$ cat src/rtl/core/ipc_pkg.sv
// Shared types, codes and decode functions for the infix-to-postfix converter.
// Self-contained; used by ipc_stack_ram and infix_to_postfix_converter_top.
package ipc_pkg;

    localparam int STACK_DEPTH_DEF = 32;
    localparam int DATA_W          = 8;
    localparam int USER_W          = 3;
    localparam int CODE_W          = 3;

    typedef logic [CODE_W-1:0] code_t;
    typedef logic [DATA_W-1:0] char_t;

    // operator codes as kept on the stack
    localparam code_t CODE_LPAREN = 3'd0;
    localparam code_t CODE_PLUS   = 3'd1;
    localparam code_t CODE_MINUS  = 3'd2;
    localparam code_t CODE_MUL    = 3'd3;
    localparam code_t CODE_DIV    = 3'd4;
    localparam code_t CODE_POW    = 3'd5;

    localparam char_t CH_NUL    = 8'h00;
    localparam char_t CH_LPAREN = 8'h28;
    localparam char_t CH_RPAREN = 8'h29;
    localparam char_t CH_MUL    = 8'h2A;
    localparam char_t CH_PLUS   = 8'h2B;
    localparam char_t CH_MINUS  = 8'h2D;
    localparam char_t CH_DIV    = 8'h2F;
    localparam char_t CH_POW    = 8'h5E;
    localparam char_t CH_0      = 8'h30;
    localparam char_t CH_9      = 8'h39;
    localparam char_t CH_UA     = 8'h41;
    localparam char_t CH_UZ     = 8'h5A;
    localparam char_t CH_LA     = 8'h61;
    localparam char_t CH_LZ     = 8'h7A;

    // what the pop loop is working on
    typedef logic [1:0] kind_t;
    localparam kind_t KIND_CLOSE = 2'd0;
    localparam kind_t KIND_OP    = 2'd1;
    localparam kind_t KIND_FLUSH = 2'd2;

    typedef struct packed {
        char_t ch;
        logic  cvalid;
        logic  last;
        logic  done;
        logic  ovf;
    } result_t;

    function automatic logic is_alnum(input char_t c);
        is_alnum = ((c >= CH_0) && (c <= CH_9)) || ((c >= CH_UA) && (c <= CH_UZ)) ||
                   ((c >= CH_LA) && (c <= CH_LZ));
    endfunction

    // returns CODE_LPAREN when c is not an operator
    function automatic code_t op_code(input char_t c);
        code_t r;
        unique case (c)
            CH_PLUS:  r = CODE_PLUS;
            CH_MINUS: r = CODE_MINUS;
            CH_MUL:   r = CODE_MUL;
            CH_DIV:   r = CODE_DIV;
            CH_POW:   r = CODE_POW;
            default:  r = CODE_LPAREN;
        endcase
        op_code = r;
    endfunction

    function automatic logic [1:0] prec(input code_t code);
        logic [1:0] r;
        unique case (code)
            CODE_PLUS, CODE_MINUS: r = 2'd1;
            CODE_MUL, CODE_DIV:    r = 2'd2;
            CODE_POW:              r = 2'd3;
            default:               r = 2'd0;
        endcase
        prec = r;
    endfunction

    function automatic char_t sym(input code_t code);
        char_t r;
        unique case (code)
            CODE_LPAREN: r = CH_LPAREN;
            CODE_PLUS:   r = CH_PLUS;
            CODE_MINUS:  r = CH_MINUS;
            CODE_MUL:    r = CH_MUL;
            CODE_DIV:    r = CH_DIV;
            CODE_POW:    r = CH_POW;
            default:     r = CH_NUL;
        endcase
        sym = r;
    endfunction

endpackage

$ cat src/rtl/core/infix_to_postfix_converter_top.sv
// Shunting-yard infix-to-postfix converter, top level. Uses ipc_pkg and ipc_stack_ram.
// Operators wait on a stack held in a single-port-read synchronous RAM.
//
// One character is taken per input transfer (s_tlast ends the expression) and
// the postfix characters leave one per output transfer; m_tlast marks the last
// result of each input character. An item passes accept, the emit, evaluate
// and push steps it needs, end check and finish. The stack RAM returns one
// entry per cycle, so each popped operator and each flushed entry takes an
// evaluate step, which waits while the hold register cannot pass its result
// on. An end item makes one more evaluate step to find the stack empty; an
// item with results waits for its last result to leave the hold register
// before the next transfer is accepted. A finished result waits in an output
// register so the next character can be accepted while the sink stalls.
module infix_to_postfix_converter_top #(
    parameter int STACK_DEPTH = ipc_pkg::STACK_DEPTH_DEF
) (
    input  logic                         clk,
    input  logic                         rst_n,
    input  logic                         s_tvalid,
    output logic                         s_tready,
    input  logic [ipc_pkg::DATA_W-1:0]   s_tdata,   // [7:0] in_char
    input  logic                         s_tlast,   // expr_end
    output logic                         m_tvalid,
    input  logic                         m_tready,
    output logic [ipc_pkg::DATA_W-1:0]   m_tdata,   // [7:0] out_char
    output logic [ipc_pkg::USER_W-1:0]   m_tuser,   // [0] char_valid, [1] expr_done, [2] overflow
    output logic                         m_tlast    // run_last
);
    import ipc_pkg::*;

    localparam int CW = $clog2(STACK_DEPTH + 1);
    localparam int AW = $clog2(STACK_DEPTH);

    localparam logic [2:0] ST_IDLE   = 3'd0;
    localparam logic [2:0] ST_EMIT   = 3'd1;
    localparam logic [2:0] ST_EVAL   = 3'd2;
    localparam logic [2:0] ST_PUSH   = 3'd3;
    localparam logic [2:0] ST_ENDCHK = 3'd4;
    localparam logic [2:0] ST_FINISH = 3'd5;

    logic [2:0]    state_reg, state_next;
    logic [CW-1:0] count_reg, count_next;
    logic          ovf_reg, ovf_next;
    kind_t         kind_reg, kind_next;
    code_t         code_reg, code_next;
    char_t         char_reg, char_next;
    logic          end_reg, end_next;
    logic          hold_vld_reg, hold_vld_next;
    logic          hold_final_reg, hold_final_next;
    result_t       hold_reg, hold_next;
    logic          out_vld_reg, out_vld_next;
    result_t       out_reg, out_next;

    logic          out_free, emit_ok, move, accept, pop;
    code_t         top_code, in_code;
    logic [CW-1:0] cnt_dec;
    logic [AW-1:0] rd_addr;
    logic          mem_we;

    ipc_stack_ram #(
        .DEPTH (STACK_DEPTH),
        .AW    (AW)
    ) u_stack (
        .clk   (clk),
        .we    (mem_we),
        .waddr (count_reg[AW-1:0]),
        .wdata (code_reg),
        .raddr (rd_addr),
        .rdata (top_code)
    );

    assign out_free = !out_vld_reg || m_tready;
    assign emit_ok  = !hold_vld_reg || out_free;
    assign s_tready = (state_reg == ST_IDLE) && !hold_vld_reg;
    assign accept   = s_tvalid && s_tready;
    assign in_code  = op_code(s_tdata);

    // read address follows the top of stack as it will stand next cycle
    assign cnt_dec = count_next - CW'(1);
    assign rd_addr = cnt_dec[AW-1:0];

    always_comb
    begin
        state_next      = state_reg;
        count_next      = count_reg;
        ovf_next        = ovf_reg;
        kind_next       = kind_reg;
        code_next       = code_reg;
        char_next       = char_reg;
        end_next        = end_reg;
        hold_vld_next   = hold_vld_reg;
        hold_final_next = hold_final_reg;
        hold_next       = hold_reg;
        out_vld_next    = out_vld_reg;
        out_next        = out_reg;
        mem_we          = 1'b0;
        pop             = 1'b0;

        // held result goes out once its successor exists or the item is done
        move = hold_vld_reg && out_free && (hold_final_reg ||
               (state_reg == ST_EMIT && emit_ok) ||
               (state_reg == ST_EVAL && count_reg != '0 && emit_ok &&
                (kind_reg == KIND_FLUSH ||
                 (top_code != CODE_LPAREN &&
                  (kind_reg == KIND_CLOSE || prec(top_code) >= prec(code_reg))))));
        if (move)
        begin
            out_next        = hold_reg;
            out_vld_next    = 1'b1;
            hold_vld_next   = 1'b0;
            hold_final_next = 1'b0;
        end
        else if (m_tready)
        begin
            out_vld_next = 1'b0;
        end

        unique case (state_reg)
            ST_IDLE:
            begin
                if (accept)
                begin
                    char_next = s_tdata;
                    end_next  = s_tlast;
                    if (is_alnum(s_tdata))
                    begin
                        state_next = ST_EMIT;
                    end
                    else if (s_tdata == CH_LPAREN)
                    begin
                        code_next  = CODE_LPAREN;
                        state_next = ST_PUSH;
                    end
                    else if (s_tdata == CH_RPAREN)
                    begin
                        kind_next  = KIND_CLOSE;
                        state_next = ST_EVAL;
                    end
                    else if (in_code != CODE_LPAREN)
                    begin
                        kind_next  = KIND_OP;
                        code_next  = in_code;
                        state_next = ST_EVAL;
                    end
                    else
                    begin
                        state_next = ST_ENDCHK;
                    end
                end
            end
            ST_EMIT:
            begin
                if (emit_ok)
                begin
                    hold_next     = '{ch: char_reg, cvalid: 1'b1, last: 1'b0,
                                      done: 1'b0, ovf: ovf_reg};
                    hold_vld_next = 1'b1;
                    state_next    = ST_ENDCHK;
                end
            end
            ST_EVAL:
            begin
                if (count_reg == '0)
                begin
                    if (kind_reg == KIND_OP)
                    begin
                        state_next = ST_PUSH;
                    end
                    else if (kind_reg == KIND_CLOSE)
                    begin
                        state_next = ST_ENDCHK;
                    end
                    else
                    begin
                        state_next = ST_FINISH;
                    end
                end
                else if (kind_reg == KIND_FLUSH)
                begin
                    pop = 1'b1;
                end
                else if (top_code == CODE_LPAREN)
                begin
                    if (kind_reg == KIND_CLOSE)
                    begin
                        // matching '(' is dropped
                        count_next = count_reg - CW'(1);
                        state_next = ST_ENDCHK;
                    end
                    else
                    begin
                        state_next = ST_PUSH;
                    end
                end
                else if (kind_reg == KIND_CLOSE || prec(top_code) >= prec(code_reg))
                begin
                    pop = 1'b1;
                end
                else
                begin
                    state_next = ST_PUSH;
                end

                if (pop && emit_ok)
                begin
                    hold_next     = '{ch: sym(top_code), cvalid: 1'b1, last: 1'b0,
                                      done: 1'b0, ovf: ovf_reg};
                    hold_vld_next = 1'b1;
                    count_next    = count_reg - CW'(1);
                end
            end
            ST_PUSH:
            begin
                if (count_reg >= CW'(STACK_DEPTH))
                begin
                    ovf_next = 1'b1;
                end
                else
                begin
                    mem_we     = 1'b1;
                    count_next = count_reg + CW'(1);
                end
                state_next = ST_ENDCHK;
            end
            ST_ENDCHK:
            begin
                if (end_reg)
                begin
                    kind_next  = KIND_FLUSH;
                    state_next = ST_EVAL;
                end
                else
                begin
                    state_next = ST_FINISH;
                end
            end
            ST_FINISH:
            begin
                if (hold_vld_reg)
                begin
                    hold_next.last  = 1'b1;
                    hold_next.done  = end_reg;
                    hold_final_next = 1'b1;
                end
                else if (end_reg)
                begin
                    // end marker with nothing emitted
                    hold_next       = '{ch: CH_NUL, cvalid: 1'b0, last: 1'b1,
                                        done: 1'b1, ovf: ovf_reg};
                    hold_vld_next   = 1'b1;
                    hold_final_next = 1'b1;
                end
                if (end_reg)
                begin
                    count_next = '0;
                    ovf_next   = 1'b0;
                end
                state_next = ST_IDLE;
            end
            default:
            begin
                state_next = ST_IDLE;
            end
        endcase
    end

    always_ff @(posedge clk or negedge rst_n)
    begin
        if (!rst_n)
        begin
            state_reg      <= ST_IDLE;
            count_reg      <= '0;
            ovf_reg        <= 1'b0;
            hold_vld_reg   <= 1'b0;
            hold_final_reg <= 1'b0;
            out_vld_reg    <= 1'b0;
        end
        else
        begin
            state_reg      <= state_next;
            count_reg      <= count_next;
            ovf_reg        <= ovf_next;
            hold_vld_reg   <= hold_vld_next;
            hold_final_reg <= hold_final_next;
            out_vld_reg    <= out_vld_next;
        end
    end

    always_ff @(posedge clk)
    begin
        kind_reg <= kind_next;
        code_reg <= code_next;
        char_reg <= char_next;
        end_reg  <= end_next;
        hold_reg <= hold_next;
        out_reg  <= out_next;
    end

    assign m_tvalid = out_vld_reg;
    assign m_tdata  = out_reg.ch;
    assign m_tuser  = {out_reg.ovf, out_reg.done, out_reg.cvalid};
    assign m_tlast  = out_reg.last;

    a_count_bound: assert property (@(posedge clk) disable iff (!rst_n)
        count_reg <= CW'(STACK_DEPTH))
        else $error("stack count beyond depth");

    a_no_write_full: assert property (@(posedge clk) disable iff (!rst_n)
        mem_we |-> (count_reg < CW'(STACK_DEPTH)))
        else $error("stack write while full");

    a_done_is_last: assert property (@(posedge clk) disable iff (!rst_n)
        (m_tvalid && m_tuser[1]) |-> m_tlast)
        else $error("expression end not on last result of item");

    a_flush_empties: assert property (@(posedge clk) disable iff (!rst_n)
        (state_reg == ST_FINISH && end_reg) |=> (count_reg == '0 && !ovf_reg))
        else $error("stack not cleared after expression end");

endmodule

$ cat src/rtl/core/ipc_stack_ram.sv
// Operator stack storage: one write port, one read port, registered read data.
// Depends on ipc_pkg for the entry width.
module ipc_stack_ram #(
    parameter int DEPTH = ipc_pkg::STACK_DEPTH_DEF,
    parameter int AW    = $clog2(DEPTH)
) (
    input  logic                clk,
    input  logic                we,
    input  logic [AW-1:0]       waddr,
    input  ipc_pkg::code_t      wdata,
    input  logic [AW-1:0]       raddr,
    output ipc_pkg::code_t      rdata
);
    import ipc_pkg::*;

    code_t mem [DEPTH];
    code_t rdata_reg;

    always_ff @(posedge clk)
    begin
        if (we)
        begin
            mem[waddr] <= wdata;
        end
        rdata_reg <= mem[raddr];
    end

    assign rdata = rdata_reg;

endmodule
$ cat config.mk
export PLATFORM = sky130hd
export DESIGN_NAME = infix_to_postfix_converter_top
export DESIGN_NICKNAME = d
export VERILOG_FILES = /design/src/rtl/core/ipc_pkg.sv /design/src/rtl/core/infix_to_postfix_converter_top.sv /design/src/rtl/core/ipc_stack_ram.sv
export SDC_FILE = /design/constraint.sdc
export NUM_CORES = 1
export LEC_CHECK = 0
export ABC_AREA = 1
export BUFFER_PORTS_ARGS = -buffer_cell sky130_fd_sc_hd__clkbuf_2
export CORE_MARGIN = 2
export CORE_UTILIZATION = 30
export CTS_CLUSTER_DIAMETER = 100
export DETAILED_ROUTE_END_ITERATION = 6
export PLACE_DENSITY = 0.5
export SYNTH_ARGS = -nofsm -noshare
export SYNTH_HDL_FRONTEND = slang
export SYNTH_SLANG_ARGS = --single-unit
$ cat constraint.sdc
create_clock -name clk -period 3.1 [get_ports clk]
set_input_delay 0.62 -clock clk [delete_from_list [all_inputs] [get_ports clk]]
set_output_delay 0.62 -clock clk [all_outputs]
set_load 0.05 [all_outputs]
# [Word level (Yosys, flattened, before mapping)]
# Memory sizes are Yosys's and may differ from the RTL's. A register that Yosys moved wholly into a read port is not among the register bits.
# Index checks and enable logic that the tools add are counted.
[classes] addsub=3 bitwise_logic=1 eq_ne=38 mux=75 magnitude_cmp=9 reduce_logical=47
[ops] op="$eq A8 B6 Y1 const B" n=6
[ops] op="$mux W3" n=15
[ops] op="$mux W6" n=7
[ops] op="$pmux W7 S6" n=1
[ops] op="$mux W12" n=3
[ops] op="$pmux W12 S3" n=1
[ops] op="$mux W2" n=15
[ops] op="$pmux W3 S5" n=2
[ops] op="$mux W1" n=24
[ops] op="$eq A3 B2 Y1 const B" n=6
[ops] op="$eq A3 B3 Y1 const B" n=6
[ops] op="$ne A2 B2 Y1 const B" n=9
[ops] op="$pmux W6 S3" n=1
[ops] op="$ge A8 B7 Y1 const B" n=2
[ops] op="$le A8 B7 Y1 const B" n=2
[ops] op="$logic_and A1 B1 Y1" n=13
[ops] op="$pmux W2 S3" n=2
[ops] op="$reduce_and A5 Y1" n=2
[ops] op="$eq A3 B1 Y1 const B" n=3
[ops] op="$logic_or A1 B1 Y1" n=9
[ops] op="$mux W9" n=1
[ops] op="$reduce_bool A3 Y1" n=3
[ops] op="$eq A8 B7 Y1 const B" n=1
[ops] op="$ge A8 B6 Y1 const B" n=1
[ops] op="other kinds (28)" n=38
[word_totals] mem_count=1 output_inout_bits=14 reg_bits=51 mem_bits_rw=96 word_cells=194 inputBits=13
[memory_table] memory="u_stack.mem" depth=32 width=3 rd=1 rd_ports_with_merged_regs=1 write_ports=1 line_no="ipc_stack_ram.sv:16" rtl="code_t mem [DEPTH];"

# [Logic depth before layout (Yosys ltp)]
# Gate-level depths: netlist of run 1.
[depth] depth_word=18 mapped_depth=28 mapped_depth_nobuf=26

# [By module]
# From an unflattened synthesis of run 1, not the netlist that was laid out.
[unflattened] cells_unflattened=735 hier_area_um2=7260.7
[modules_own_cells] mod="ipc_stack_ram" area_per_inst_um2=4127.7 n_inst=1 seq_area_each_um2=2942.8 cells_per_inst=377
[modules_own_cells] mod="infix_to_postfix_converter_top" area_per_inst_um2=3133.0 n_inst=1 seq_area_each_um2=1466.4 cells_per_inst=358

# [Least setup slack after synthesis of run 1]
# Ideal clock, no wire load.
[synth_path] path_kind="reg-to-reg" start="register code_reg[1]" end="register u_stack.rdata_reg[1], in the netlist u_stack.rdata[1], read port of u_stack.mem" required_time_ns=3.042 t_arrival_ns=3.346 n_path_buf=3 period_less_slack_ns=3.404 setup_time_ns=0.058 stages_incl_launch_ff=28 slack_ns=-0.304 path_cell_list="edfxtp_1 > nand2_1 > nand2_1 > nor2_1 > ha_1 > inv_1 > nand2_1 > nand2_1 > nand2_1 > nand2_1 > nand2_2 > nand3_2 > nand2_1 > nand2_4 > nand2_4 > buf_2 > ha_1 > clkbuf_1 > inv_1 > buf_1 > nand3_1 > nand2_1 > nand2_1 > nand2_1 > nand2_1 > nand2_1 > nand2_1 > nand2_1"
[synth_via] elab_chain_cells=18 word_cells_on_any_way=23 classes_between="add/sub (1); order compare (1); eq/ne (5); mux (12); reduce/logical (4)"
[synth_rtl] item="from (decl)" line_no="infix_to_postfix_converter_top.sv:45" rtl="code_t code_reg, code_next;"
[synth_rtl] item="from (signal assigned)" line_no="infix_to_postfix_converter_top.sv:292" rtl="code_reg <= code_next;"
[synth_rtl] item="$eq A3 B2 Y1 (tied with other cells)" line_no="ipc_pkg.sv:71" rtl="unique case (code)"
[synth_rtl] item="$reduce_or A2 Y1" line_no="ipc_pkg.sv:71"
[synth_rtl] item="$pmux W2 S3 *" line_no="ipc_pkg.sv:71"
[synth_rtl] item="$mux W2 *" line_no="infix_to_postfix_converter_top.sv:182" rtl="else if (top_code == CODE_LPAREN)"
[synth_rtl] item="$mux W2 *" line_no="infix_to_postfix_converter_top.sv:178" rtl="else if (kind_reg == KIND_FLUSH)"
[synth_rtl] item="$mux W2 *" line_no="infix_to_postfix_converter_top.sv:163" rtl="if (count_reg == '0)"
[synth_rtl] item="$mux W2 *" line_no="infix_to_postfix_converter_top.sv:118" rtl="unique case (state_reg)"
[synth_rtl] item="$ge A2 B2 Y1 *" line_no="infix_to_postfix_converter_top.sv:195" rtl="else if (kind_reg == KIND_CLOSE || prec(top_code) >= prec(code_reg))"
[synth_rtl] item="(+2 left out)"
[synth_rtl] item="$mux W1 *" line_no="infix_to_postfix_converter_top.sv:182"
[synth_rtl] item="$mux W1 *" line_no="infix_to_postfix_converter_top.sv:178"
[synth_rtl] item="$mux W1 *" line_no="infix_to_postfix_converter_top.sv:163"
[synth_rtl] item="$mux W1 *" line_no="infix_to_postfix_converter_top.sv:118"
[synth_rtl] item="$logic_and A1 B1 Y1 *" line_no="infix_to_postfix_converter_top.sv:204" rtl="if (pop && emit_ok)"
[synth_rtl] item="$mux W6 *" line_no="infix_to_postfix_converter_top.sv:204"
[synth_rtl] item="$pmux W6 S3 *" line_no="infix_to_postfix_converter_top.sv:118"
[synth_rtl] item="$sub A5 B1 Y5 *" line_no="infix_to_postfix_converter_top.sv:79" rtl="assign cnt_dec = count_next - CW'(1);"
[synth_rtl] item="to (decl)" line_no="ipc_stack_ram.sv:17" rtl="code_t rdata_reg;"
# Mark *: on every way between the ends. The rest lies on a longest branch, timed or not. The select of a mux whose other input is x is not followed.
# A chain may end at the register's enable or synchronous reset.

# [Worst setup path after layout of run 1]
[layout_path] start="register count_reg[1]" end="register u_stack.rdata_reg[0], in the netlist u_stack.rdata[0], read port of u_stack.mem"
[layout_via] elab_chain_cells=8 word_cells_on_any_way=16 classes_between="add/sub (3); order compare (1); mux (10); reduce/logical (2)"
[layout_rtl] item="from (decl)" line_no="infix_to_postfix_converter_top.sv:42" rtl="logic [CW-1:0] count_reg, count_next;"
[layout_rtl] item="from (signal assigned)" line_no="infix_to_postfix_converter_top.sv:281" rtl="count_reg <= count_next;"
[layout_rtl] item="$sub A6 B1 Y6" line_no="infix_to_postfix_converter_top.sv:187, infix_to_postfix_converter_top.sv:209"
[layout_rtl] item="$mux W6" line_no="infix_to_postfix_converter_top.sv:184" rtl="if (kind_reg == KIND_CLOSE)"
[layout_rtl] item="$mux W6" line_no="infix_to_postfix_converter_top.sv:182"
[layout_rtl] item="$mux W6" line_no="infix_to_postfix_converter_top.sv:178"
[layout_rtl] item="$mux W6" line_no="infix_to_postfix_converter_top.sv:163"
[layout_rtl] item="$mux W6" line_no="infix_to_postfix_converter_top.sv:204"
[layout_rtl] item="$pmux W6 S3 *" line_no="infix_to_postfix_converter_top.sv:118"
[layout_rtl] item="$sub A5 B1 Y5 *" line_no="infix_to_postfix_converter_top.sv:79"
# Marks and branches as above.

==> results.md, run 1 <==
* Max_cap viols at 0
* Post-Synth XOR/XNOR Area at 0.459%
* Residual DRC at 0
* Worst-path fanout max at 6
* CTS Buffer Depth at 2
* Main area contributors after synthesis: edfxtp_1 53%, nand2_1 12%, inv_1 7.1%
* Final #Nets at around 930
* Largest net degree at the start of global routing at 50
* Final Hold Violating Endpoints at 0
* Placed Cells at 1209
* Period Utilization, post-route at between 90% and 100%
* Synth Area in Simple Gates at between 20% and 30%
* IO buf count at 26
* Antenna diode count at 0
* CTS buffer count at 17
* Worst Clk Skew at ~11 ps
* Sequential share of the synthesized area at 57.8%
* Status: completed
* Reg2reg path depth at 19
* Total number of vias at about 5700
* Fin cells at ~1200
* Ys Warns at 0
* Combinational share of power at between 50% and 60%
* Worst vdd ir at approximately 0.00055 V
* Post-Syn Instances at roughly 850
* Flop pwr share at about a quarter
* Post-synth top area cell: edfxtp_1
* RR Endpoint: u_stack.rdata[0]
* Post-synthesis compound-gate area fraction at roughly 3.5%
* Syn Std Cell Area at between 7000 and 8000 um^2
* Row count at slightly below 60
* Die area at 26700 um^2
* Post-route setup slack at roughly 230 ps
* Starting density of the core at a little under a third
* Worst slew pin tran at roughly 540 ps
* Setup WS pre-CTS at 105 ps
* Clock Sinks at 150
* Layout cell share with drive strength beyond 1 at between 10% and 20%
* Post-synth EDFFs at approximately 130
* I/O pin count at 27
* Pre-antenna DRT Iters at 5
* Fin util at 36.2%
* Slack of the worst reg-to-reg path at 230 ps
* Largest family of logic cells by synthesized area: simple AND/OR/NAND/NOR gates
* Max-slew violation count at 0
* TritonCTS clock tree: built
* Max_slew headroom at ~64%
* Post-synthesis adder-cell area fraction at under 10%
* Top cells by count, synth: 236 x nand2_1, 144 x inv_1, 134 x edfxtp_1
* Post-route ant nets at 0
* Hold Crit Class: input port to async pin
* Initial antenna violation count at 1
* DR WL/cell at about 15 um
* Crit path DAT at 3240 ps
* Clock network power share at 20.9%
* Post-synth net total at 873
* Htree depth at 4
* Routed wire length at roughly 19000 um
* Vias in the first global route at 5609
* Int Pwr at between 5 and 6 mW
* Die W at ~160 um
* First DRT Iteration DRCs at 510
* First-pass GRT wire length at 30200 um
* Post-synth ARST share at about 8.7%
* Largest register FFs at between 90 and 100
* Data required time at the worst endpoint at approximately 3500 ps
* Mapped Avg Cell Area at between 8 and 9 um^2
* Final min period at 2870 ps
* Setup crit start kind: register
* Sw Share at 44.1%
* Area Growth Syn to Fin at 19.0%
* Root buffer cell: clkbuf_16
* RD Place Congestion at approximately 0.84
* Setup TNS Final at 0 ps
* Crit. End Element: register
* P per Cell Area at 1110 nW/um^2
* NetSw at approximately 4.4 mW
* Chip Height at ~160 um
* Setup Crit Path Kind: register to register
* Final global-route overflow total at 0
* Clk_lat worst skew at roughly 430 ps
* Synth Flop Type: edfxtp_1
* Drt via density at between 4 and 5
* Unrepaired setup endpoints after global routing: true
* Fmax at between 300 and 400 MHz
* Area share of the largest cell type after synthesis at 52.7%
* Final setup fails at 0
* Synthesized flop and latch total at 150
* Leak at between 4 and 5 nW
* Most instantiated library cell after synthesis: nand2_1
* Hold Buf Count CTS at 0
* Core area at roughly 25000 um^2
* Reg2reg start: count_reg[1]
* Multiplexer share of the synthesized area at 0%
* Total power at about 10 mW
* DPL Wire Length at between 10000 and 15000 um
* GR Util All Layers at between 10% and 20%
* Clock slew at reported path FFs at around 60 ps
* Distinct cells, synth at 43
-- repair_timing --
| action | in CTS | in global routing |
|---|---|---|
| buffers inserted | 0 | 4 |
| endpoints found under the setup margin | 0 | 3 |
| resized for setup | 0 | 32 |
-- worst max-delay path, stage by stage (launching register included) --
cell and delay, ps:
dfrtp_1 430, inv_1 100, ha_1 290, nand3_2 120, nor2_2 230, nor2_2 110
nor2_2 180, nand2_2 100, nand2_4 80, nand2_4 80, ha_4 380, buf_12 160
nand3_1 120, nand2_1 90, nand2_1 50, nand2_1 60, nand2_1 50, nand2_1 70
nand2_1 50, nand2_1 60
-- power groups by stage --
| stage | combinational (mW) | clock [mW] | sequential (mW) |
|---|---|---|---|
| floorplan | 3.40 | 0 | 2.71 |
| global placement | 4.67 | 0 | 2.66 |
| detailed placement | 4.60 | 0 | 2.66 |
| CTS | 4.62 | 2.14 | 2.62 |
| global route | 5.96 | 2.22 | 2.65 |
| finish | 5.36 | 2.11 | 2.62 |
-- metal layers --
metal  global-route usage (%)  wire length (um)
met5                        0                 0
met3                     2.26               855
met4                     4.11               205
met1                     20.6              9230
met2                     23.3              9030
-- layout by cell type (no fill, tap or decap), types with 4 or more instances in the layout --
| cell | instances |
|---|---|
| inv_6 | 4 |
| o21ai_0 | 18 |
| a21oi_1 | 8 |
| nand2_2 | 15 |
| nor2_2 | 8 |
| nand2_4 | 4 |
| inv_8 | 4 |
| clkbuf_16 | 20 |
| edfxtp_1 | 134 |
| nand2_1 | 225 |
| nand4_1 | 11 |
| nor2_1 | 68 |
| nand3b_1 | 6 |
| buf_4 | 26 |
| inv_2 | 16 |
| dfrtp_1 | 13 |
| ha_1 | 6 |
| nand3_1 | 97 |
| clkbuf_2 | 26 |
| inv_1 | 142 |
| nor3_1 | 9 |
| nand3_2 | 13 |
-- worst max path at each step --
stage / from / endpoint
finish: count_reg[1] / u_stack.rdata[0]
global route: count_reg[1] / u_stack.rdata[1]
CTS: code_reg[1] / u_stack.rdata[1]
detailed placement: code_reg[1] / u_stack.rdata[0]
global placement: code_reg[1] / u_stack.rdata[0]
floorplan: code_reg[1] / u_stack.rdata[0]
-- kinds of logic after synthesis --
kind of cell             Yosys count
AO/OA/AOI/OAI                     44
XOR/XNOR                           4
flip-flops                       150
AND/OR/NAND/NOR                  462
adder cells (fa/ha/maj)            7
buffers and inverters            186
-- cell type report --
| cell class | instances | area (um^2) |
|---|---|---|
| inverter | 160 | 611 |
| sequential | 150 | 4410 |
| clock buffer | 18 | 429 |
| clock inverter | 14 | 166 |
| timing repair buffer | 60 | 490 |
| fill | 2606 | 16000 |
| tap | 330 | 413 |
| multi-input combinational | 517 | 2560 |
-- metrics by stage --
stage	hold slack [ps]	cell area (um^2)
floorplan	324	7670
global placement	405	8250
detailed placement	405	8250
CTS	128	8850
global route	141	9080
finish	122	9080
Power figures use the tool's default switching activity.
==> run 2: changes to the inputs <==
--- a/config.mk
+++ b/config.mk
@@ -9,8 +9,8 @@
 export BUFFER_PORTS_ARGS = -buffer_cell sky130_fd_sc_hd__clkbuf_2
 export CORE_MARGIN = 2
-export CORE_UTILIZATION = 30
+export CORE_UTILIZATION = 56
 export CTS_CLUSTER_DIAMETER = 100
 export DETAILED_ROUTE_END_ITERATION = 6
-export PLACE_DENSITY = 0.5
+export PLACE_DENSITY = 0.8
 export SYNTH_ARGS = -nofsm -noshare
 export SYNTH_HDL_FRONTEND = slang
==> constraint.sdc (replaced) <==
create_clock -name clk -period 3.1 [get_ports clk]
set_input_delay 0.155 -clock clk [delete_from_list [all_inputs] [get_ports clk]]
set_output_delay 0.155 -clock clk [all_outputs]
set_load 0.05 [all_outputs]
==> run 2 against run 1 <==
Effect of this change: wire length fell by 6.0%; first-iteration DRC count increased by 45%; maximum frequency is 1.8% lower; combinational power fell by 5.8%; core utilization up 30 points; largest power group unchanged; critical path type unchanged; clock-buffer cell count shrank 1; sequential power is essentially flat.
==> results.md, run 2 (synthesis results as in run 1) <==
* Setup crit start kind: register (unchanged)
* Buffers plus inverters on the worst setup path at 2 (unchanged)
* Die area at 14600 um^2 (was 26700 um^2)
* GR Util All Layers at 25.6% (was 14.6%)
* Post-route ant nets at 0 (unchanged)
* IO buf count at 26 (unchanged)
* Die W at 121 um (was 163 um)
* Clk_lat worst skew at 430 ps (about the same)
* Vias in the first global route at 5773 (was 5609)
* Htree depth at 4 (unchanged)
* Critical Path Slowest Stage Cell: edfxtp_1 (was dfrtp_1)
* Commonest non-fill, non-tap cell in the layout: nand2_1 (unchanged)
* Largest net degree at the start of global routing at 50 (unchanged)
* Crit path DAT at 3240 ps (about the same)
* Worst vdd ir at 0.000731 V (was 0.000547 V)
* Worst hold margin at 41.0 ps (was 122 ps)
* Drt via density at 5.55 (was 4.60)
* DR WL/cell at 16.6 um (was 15.5 um)
* Max_slew headroom at 58.2% (was 63.8%)
* Max_cap viols at 0 (unchanged)
* Total number of vias at 6079 (was 5741)
* Crit-path most repeated cell: nand2_1 (unchanged)
* Slack of the worst reg-to-reg path at 170 ps (was 230 ps)
* Worst-path fanout max at 24 (was 6)
* Core area at 13300 um^2 (was 25100 um^2)
* Starting density of the core at 57.4% (was 30.4%)
* NetSw at 4.26 mW (was 4.45 mW)
* Final global-route overflow total at 0 (unchanged)
* Worst Clk Skew at 7.94 ps (was 11.4 ps)
* I/O pin count at 27 (unchanged)
* DPL Wire Length at 11600 um (was 12800 um)
* Delay-heaviest family, CP: simple AND/OR/NAND/NOR gates (unchanged)
* RD Place Congestion at 0.921 (was 0.839)
* Routed wire length at 18200 um (was 19300 um)
* Post-route setup slack at 172 ps (was 225 ps)
* Area Growth Syn to Fin at 15.5% (was 19.0%)
* First DRT Iteration DRCs at 742 (was 510)
* Worst slew pin tran at 623 ps (was 542 ps)
* Hold Crit Class: input port to register (was input port to async pin)
* Antenna diode count at 0 (unchanged)
* Combinational share of power at 52.6% (was 53.1%)
* First-pass GRT wire length at 28300 um (was 30200 um)
* Crit-path cells: nand2_1 -> nand2_1 -> nor2_1 -> ha_1 -> inv_1 -> nand2_1 -> nand2_1 -> nand2_1 -> nand2_1 -> nand2_2 -> nand3_4 -> nand2_2 -> nand2_4 -> nand2_4 -> ha_4 -> inv_8 -> nand3_1 -> nand2_1 -> nand2_1 -> nand2_1 -> nand2_1 -> nand2_1 -> nand2_1 -> nand2_1 (was inv_1 -> ha_1 -> nand3_2 -> nor2_2 -> nor2_2 -> nor2_2 -> nand2_2 -> nand2_4 -> nand2_4 -> ha_4 -> buf_12 -> nand3_1 -> nand2_1 -> nand2_1 -> nand2_1 -> nand2_1 -> nand2_1 -> nand2_1 -> nand2_1)
* Fmax at 341 MHz (was 348 MHz)
* Final Hold Violating Endpoints at 0 (unchanged)
* Residual DRC at 0 (unchanged)
* Root buffer cell: clkbuf_16 (unchanged)
* Layout cell share with drive strength beyond 1 at 14.5% (was 17.2%)
* Max-slew violation count at 0 (unchanged)
* Leak at 3.99 nW (was 4.05 nW)
* Clock Sinks at 150 (unchanged)
* Final setup fails at 0 (unchanged)
* Fin util at 66.2% (was 36.2%)
* CTS Buffer Depth at 2 (unchanged)
* Largest register FFs at 96 (unchanged)
* TritonCTS clock tree: built (unchanged)
* Pre-antenna DRT Iters at 5 (unchanged)
* Initial antenna violation count at 0 (was 1)
* Crit. End Element: register (unchanged)
* Setup Crit Path Kind: register to register (unchanged)
* Data required time at the worst endpoint at 3420 ps (was 3470 ps)
* Chip Height at 121 um (was 163 um)
* Unrepaired setup endpoints after global routing: true (unchanged)
* Status: completed (unchanged)
* Row count at 42 (was 58)
* P per Cell Area at 1090 nW/um^2 (was 1110 nW/um^2)
* Sw Share at 44.3% (was 44.1%)
* CTS buffer count at 17 (unchanged)
* Clock network power share at 20.1% (was 20.9%)
* Final #Nets at 927 (was 926)
* Int Pwr at 5.35 mW (was 5.64 mW)
* Setup TNS Final at 0 ps (unchanged)
* Setup WS pre-CTS at 105 ps (about the same)
* Final min period at 2930 ps (was 2870 ps)
* Flop pwr share at 27.3% (was 26.0%)
* Crit path largest cell delay at 430 ps (about the same)
* Clock slew at reported path FFs at 60 ps (about the same)
* Period Utilization, post-route at 94.5% (was 92.7%)
* Most frequent cells in the layout: 231 x nand2_1, 142 x inv_1, 134 x edfxtp_1, 104 x nand3_1, 68 x nor2_1 (was 225 x nand2_1, 142 x inv_1, 134 x edfxtp_1, 97 x nand3_1, 68 x nor2_1)
[run 2: cell count changes in the layout (fill, tap and decap cells not counted), moves of 2 or more]
| cell | change |
|---|---|
| nand2_2 | -6 |
| nand3_2 | -7 |
| inv_8 | -3 |
| nand3_1 | +7 |
| dlygate4sd3_1 | +10 |
| nand2_1 | +6 |
| clkinvlp_4 | +4 |
| buf_4 | -9 |
| clkinv_1 | +2 |
[run 2: power by group through the flow]
stage / combinational (mW) / clock (mW) / sequential (mW)
6_report: 5.05 / 1.94 / 2.62
5_1_grt: 5.55 / 2.03 / 2.64
4_1_cts: 4.47 / 1.95 / 2.62
3_5_place_dp: 4.44 / 0 / 2.65
3_3_place_gp: 4.35 / 0 / 2.65
2_1_floorplan: 3.40 / 0 / 2.71
[run 2: layout make-up]
class / count / area, um^2
multi-input cells: 517 / 2500
flip-flops and latches: 150 / 4410
well taps: 176 / 220
repair buffers: 61 / 509
clock inverters: 15 / 131
clock buffers: 17 / 425
fillers: 1019 / 4490
inverters: 160 / 611
[run 2: worst reg2reg max path, delay by kind of cell (launching register included)]
family                   cells  cell delay (ps)
AND/OR/NAND/NOR             20             1630
adder cells (fa/ha/maj)      2              610
buffers and inverters        2              150
flip-flops                   1              430
[run 2: final timing paths]
check / startpoint / to / cells past startpoint
max reg2reg: code_reg[1] / u_stack.rdata[1] / 24
min in group asynchronous: rst_n / state_reg[2] / 2
min: m_tready / m_tvalid / 4
max: code_reg[1] / u_stack.rdata[1] / 24
min reg2reg: hold_reg[9] / m_tdata[5] / 0
max in group asynchronous: rst_n / m_tvalid / 2
[run 2: what timing repair did]
item,4_1_cts,5_1_grt
buffers inserted,0,4
hold endpoints to repair,22,0
endpoints found under the setup margin,0,3
resized for setup,0,23
hold buffers,10,0
[run 2: layer usage]
| metal | wire length (um) | share of wire (%) | GRT usage [%] | up-vias |
|---|---|---|---|---|
| li1 | - | - | - | 2873 |
| met2 | 8600 | 47 | 40.7 | 302 |
| met1 | 7380 | 41 | 33.7 | 2860 |
| met3 | 1640 | 9.0 | 6.23 | 44 |
| met5 | 0 | 0 | 0 | - |
| met4 | 532 | 2.9 | 11.2 | 0 |
[run 2: stage by stage]
stage | instances | cell area (um^2) | total power, mW
6_report | 1096 | 8810 | 9.61
5_1_grt | 1096 | 8810 | 10.2
4_1_cts | 1090 | 8650 | 9.04
3_5_place_dp | 1048 | 7990 | 7.09
3_3_place_gp | 1048 | 7990 | 7.00
2_1_floorplan | 853 | 7670 | 6.11
==> run 3: changes to the inputs <==
Settings changed: CORE_ASPECT_RATIO set to 1.1, REMOVE_ABC_BUFFERS set to 1, SKIP_LAST_GASP set to 1.
==> run 3 against run 2 <==
Effect of this change: global-route usage is 0.73 points higher; largest power group unchanged; register-to-register slack worse by 50 ps; highest routed layer unchanged; clock power is 4% higher; worst setup slack worse by 48 ps; cell count is 0.55% higher; core utilization is 0.11 points higher; die area hardly changed; hold slack worse by 5.6 ps; sequential share of layout area is 0.064 points higher; sequential cell count stayed put.
==> results.md, run 3 (synthesis results as in run 1) <==
* Drt via density at 5.49 (was 5.55)
* IO buf count at 26 (unchanged)
* Crit. End Element: register (unchanged)
* Layout cell share with drive strength beyond 1 at 14.3% (was 14.5%)
* Hold Startpoint: m_tready (unchanged)
* Root buffer cell: clkbuf_16 (unchanged)
* Placed Cells at 1057 (was 1048)
* Largest net degree at the start of global routing at 49 (was 50)
* Critical Path Slowest Stage Cell: edfxtp_1 (unchanged)
* Delay-heaviest family, CP: simple AND/OR/NAND/NOR gates (unchanged)
* Starting density of the core at 57.5% (was 57.4%)
* Final setup fails at 0 (unchanged)
* Largest register FFs at 96 (unchanged)
* Worst Clk Skew at 7.68 ps (was 7.94 ps)
* Die W at 115 um (was 121 um)
* GR Util All Layers at 26.4% (was 25.6%)
* Final Hold Violating Endpoints at 0 (unchanged)
* Worst vdd ir at 0.000580 V (was 0.000731 V)
* Worst hold margin at 35.4 ps (was 41.0 ps)
* Status: completed (unchanged)
* Hold Crit Class: input port to register (unchanged)
* Crit path DAT at 3290 ps (was 3240 ps)
* Initial antenna violation count at 0 (unchanged)
* Crit. Startpoint: code_reg[1] (unchanged)
* Worst-path fanout max at 6 (was 24)
* Core area at 13300 um^2 (about the same)
* Pre-antenna DRT Iters at 5 (unchanged)
* P per Cell Area at 1100 nW/um^2 (was 1090 nW/um^2)
* Crit-path most repeated cell: nand2_1 (unchanged)
* Reg2reg path depth at 24 (unchanged)
* TritonCTS clock tree: built (unchanged)
* I/O pin count at 27 (unchanged)
* Routed wire length at 18200 um (about the same)
* RR Endpoint: u_stack.rdata[0] (was u_stack.rdata[1])
* Slack of the worst reg-to-reg path at 120 ps (was 170 ps)
* Setup Crit Path Kind: register to register (unchanged)
* Final global-route overflow total at 0 (unchanged)
* Htree depth at 4 (unchanged)
* Max_slew headroom at 64.4% (was 58.2%)
* Chip Height at 126 um (was 121 um)
* Clock slew at reported path FFs at 60 ps (about the same)
* DPL Wire Length at 11400 um (was 11600 um)
* Final #Nets at 925 (was 927)
* Max_cap viols at 0 (unchanged)
* First DRT Iteration DRCs at 592 (was 742)
* Crit-path cells: nor2_1 -> nor2_2 -> ha_1 -> inv_1 -> nand2_1 -> nand2_1 -> nand2_1 -> nand2_1 -> nand2_2 -> nand3_4 -> nand2_1 -> nand2_4 -> nand2_4 -> ha_4 -> inv_4 -> buf_12 -> nand3_1 -> nand2_1 -> nand2_1 -> nand2_1 -> nand2_1 -> nand2_1 -> nand2_1 -> nand2_2 (was nand2_1 -> nand2_1 -> nor2_1 -> ha_1 -> inv_1 -> nand2_1 -> nand2_1 -> nand2_1 -> nand2_1 -> nand2_2 -> nand3_4 -> nand2_2 -> nand2_4 -> nand2_4 -> ha_4 -> inv_8 -> nand3_1 -> nand2_1 -> nand2_1 -> nand2_1 -> nand2_1 -> nand2_1 -> nand2_1 -> nand2_1)
* Fin cells at 1102 (was 1096)
* Area Growth Syn to Fin at 15.4% (was 15.5%)
* First-pass GRT wire length at 29500 um (was 28300 um)
* Most frequent cells in the layout: 233 x nand2_1, 141 x inv_1, 134 x edfxtp_1, 104 x nand3_1, 68 x nor2_1 (was 231 x nand2_1, 142 x inv_1, 134 x edfxtp_1, 104 x nand3_1, 68 x nor2_1)
* Setup TNS Final at 0 ps (unchanged)
* Final min period at 2980 ps (was 2930 ps)
* RD Place Congestion at 0.901 (was 0.921)
* Vias in the first global route at 6122 (was 5773)
* Max-slew violation count at 0 (unchanged)
* Buffers plus inverters on the worst setup path at 3 (was 2)
* Reg2reg start: code_reg[1] (unchanged)
* Antenna diode count at 0 (unchanged)
* Post-route ant nets at 0 (unchanged)
* Die area at 14600 um^2 (about the same)
* Clk_lat worst skew at 430 ps (about the same)
* Period Utilization, post-route at 96.0% (was 94.5%)
* Setup crit start kind: register (unchanged)
* Row count at 44 (was 42)
* Data required time at the worst endpoint at 3410 ps (was 3420 ps)
* Residual DRC at 0 (unchanged)
* Commonest non-fill, non-tap cell in the layout: nand2_1 (unchanged)
* Worst slew pin tran at 533 ps (was 623 ps)
* CTS Buffer Depth at 2 (unchanged)
* Clock Sinks at 150 (unchanged)
* Crit path to: u_stack.rdata[0] (was u_stack.rdata[1])
* Total number of vias at 6050 (was 6079)
* CTS buffer count at 17 (unchanged)
* Leak at 3.99 nW (about the same)
* Crit. path cell count at 24 (unchanged)
* DR WL/cell at 16.5 um (was 16.6 um)
* Fmax at 336 MHz (was 341 MHz)
* Crit path largest cell delay at 450 ps (was 430 ps)
## run 3: changes by cell type in the layout (fill, tap and decap cells not counted), moves of 2 or more
| cell | delta |
|---|---|
| buf_4 | -2 |
| clkinvlp_4 | -2 |
| nand2_1 | +2 |
| clkinv_4 | +2 |
## run 3: worst min-delay path by stage
stage                     cells past startpoint  slack, ps           end
after floorplan                               0       -140  count_reg[0]
after global placement                        1         90  count_reg[5]
after detailed placement                      1        100  count_reg[5]
after CTS                                     4         20      m_tvalid
after global routing                          4         60      m_tvalid
final                                         4         40      m_tvalid
## run 3: layer usage
metal / routed length (um) / part of all wire [%] / global-route usage (%) / up-vias
li1: - / - / - / 2872
met1: 7180 / 40 / 32.7 / 2852
met2: 9210 / 51 / 44.0 / 273
met3: 1270 / 7.0 / 5.54 / 53
met4: 497 / 2.7 / 12.7 / 0
met5: 0 / 0 / 0 / -
## run 3: worst register-to-register path, stage by stage (launching register included)
cell and delay [ps]:
edfxtp_1 450, nor2_1 220, nor2_2 80, ha_1 300
inv_1 60, nand2_1 40, nand2_1 50, nand2_1 50
nand2_1 80, nand2_2 110, nand3_4 100, nand2_1 110
nand2_4 90, nand2_4 80, ha_4 310, inv_4 70
buf_12 140, nand3_1 80, nand2_1 80, nand2_1 80
nand2_1 60, nand2_1 60, nand2_1 50, nand2_1 60
nand2_2 70
## run 3: final cells by class
| type | instances | area, um^2 |
|---|---|---|
| timing repair buffer | 59 | 478 |
| fill | 1019 | 4460 |
| multi-input combinational | 517 | 2490 |
| sequential | 150 | 4410 |
| inverter | 160 | 606 |
| tap | 184 | 230 |
| clock buffer | 17 | 425 |
| clock inverter | 15 | 155 |
## run 3: power by group
part           switching [mW]  total, mW  internal [mW]
sequential              0.168       2.64           2.48
clock                   0.833       2.02           1.18
combinational            3.29       5.06           1.77
## run 3: timing repair
item	CTS	global route
hold buffers	10	0
endpoints found under the hold margin	22	0
resized for setup	0	21
setup buffers	0	1
setup endpoints to repair	0	3
## run 3: through the flow
| step | setup WS [ps] | instance area (um^2) | total power, mW | util [%] |
|---|---|---|---|---|
| floorplan | -1160 | 7460 | 5.69 | - |
| global placement | 165 | 8000 | 7.06 | 60.3 |
| detailed placement | 113 | 8000 | 7.11 | 60.3 |
| CTS | 36.6 | 8680 | 9.18 | 65.4 |
| global route | -19.9 | 8800 | 10.3 | 66.4 |
| finish | 124 | 8800 | 9.72 | 66.4 |
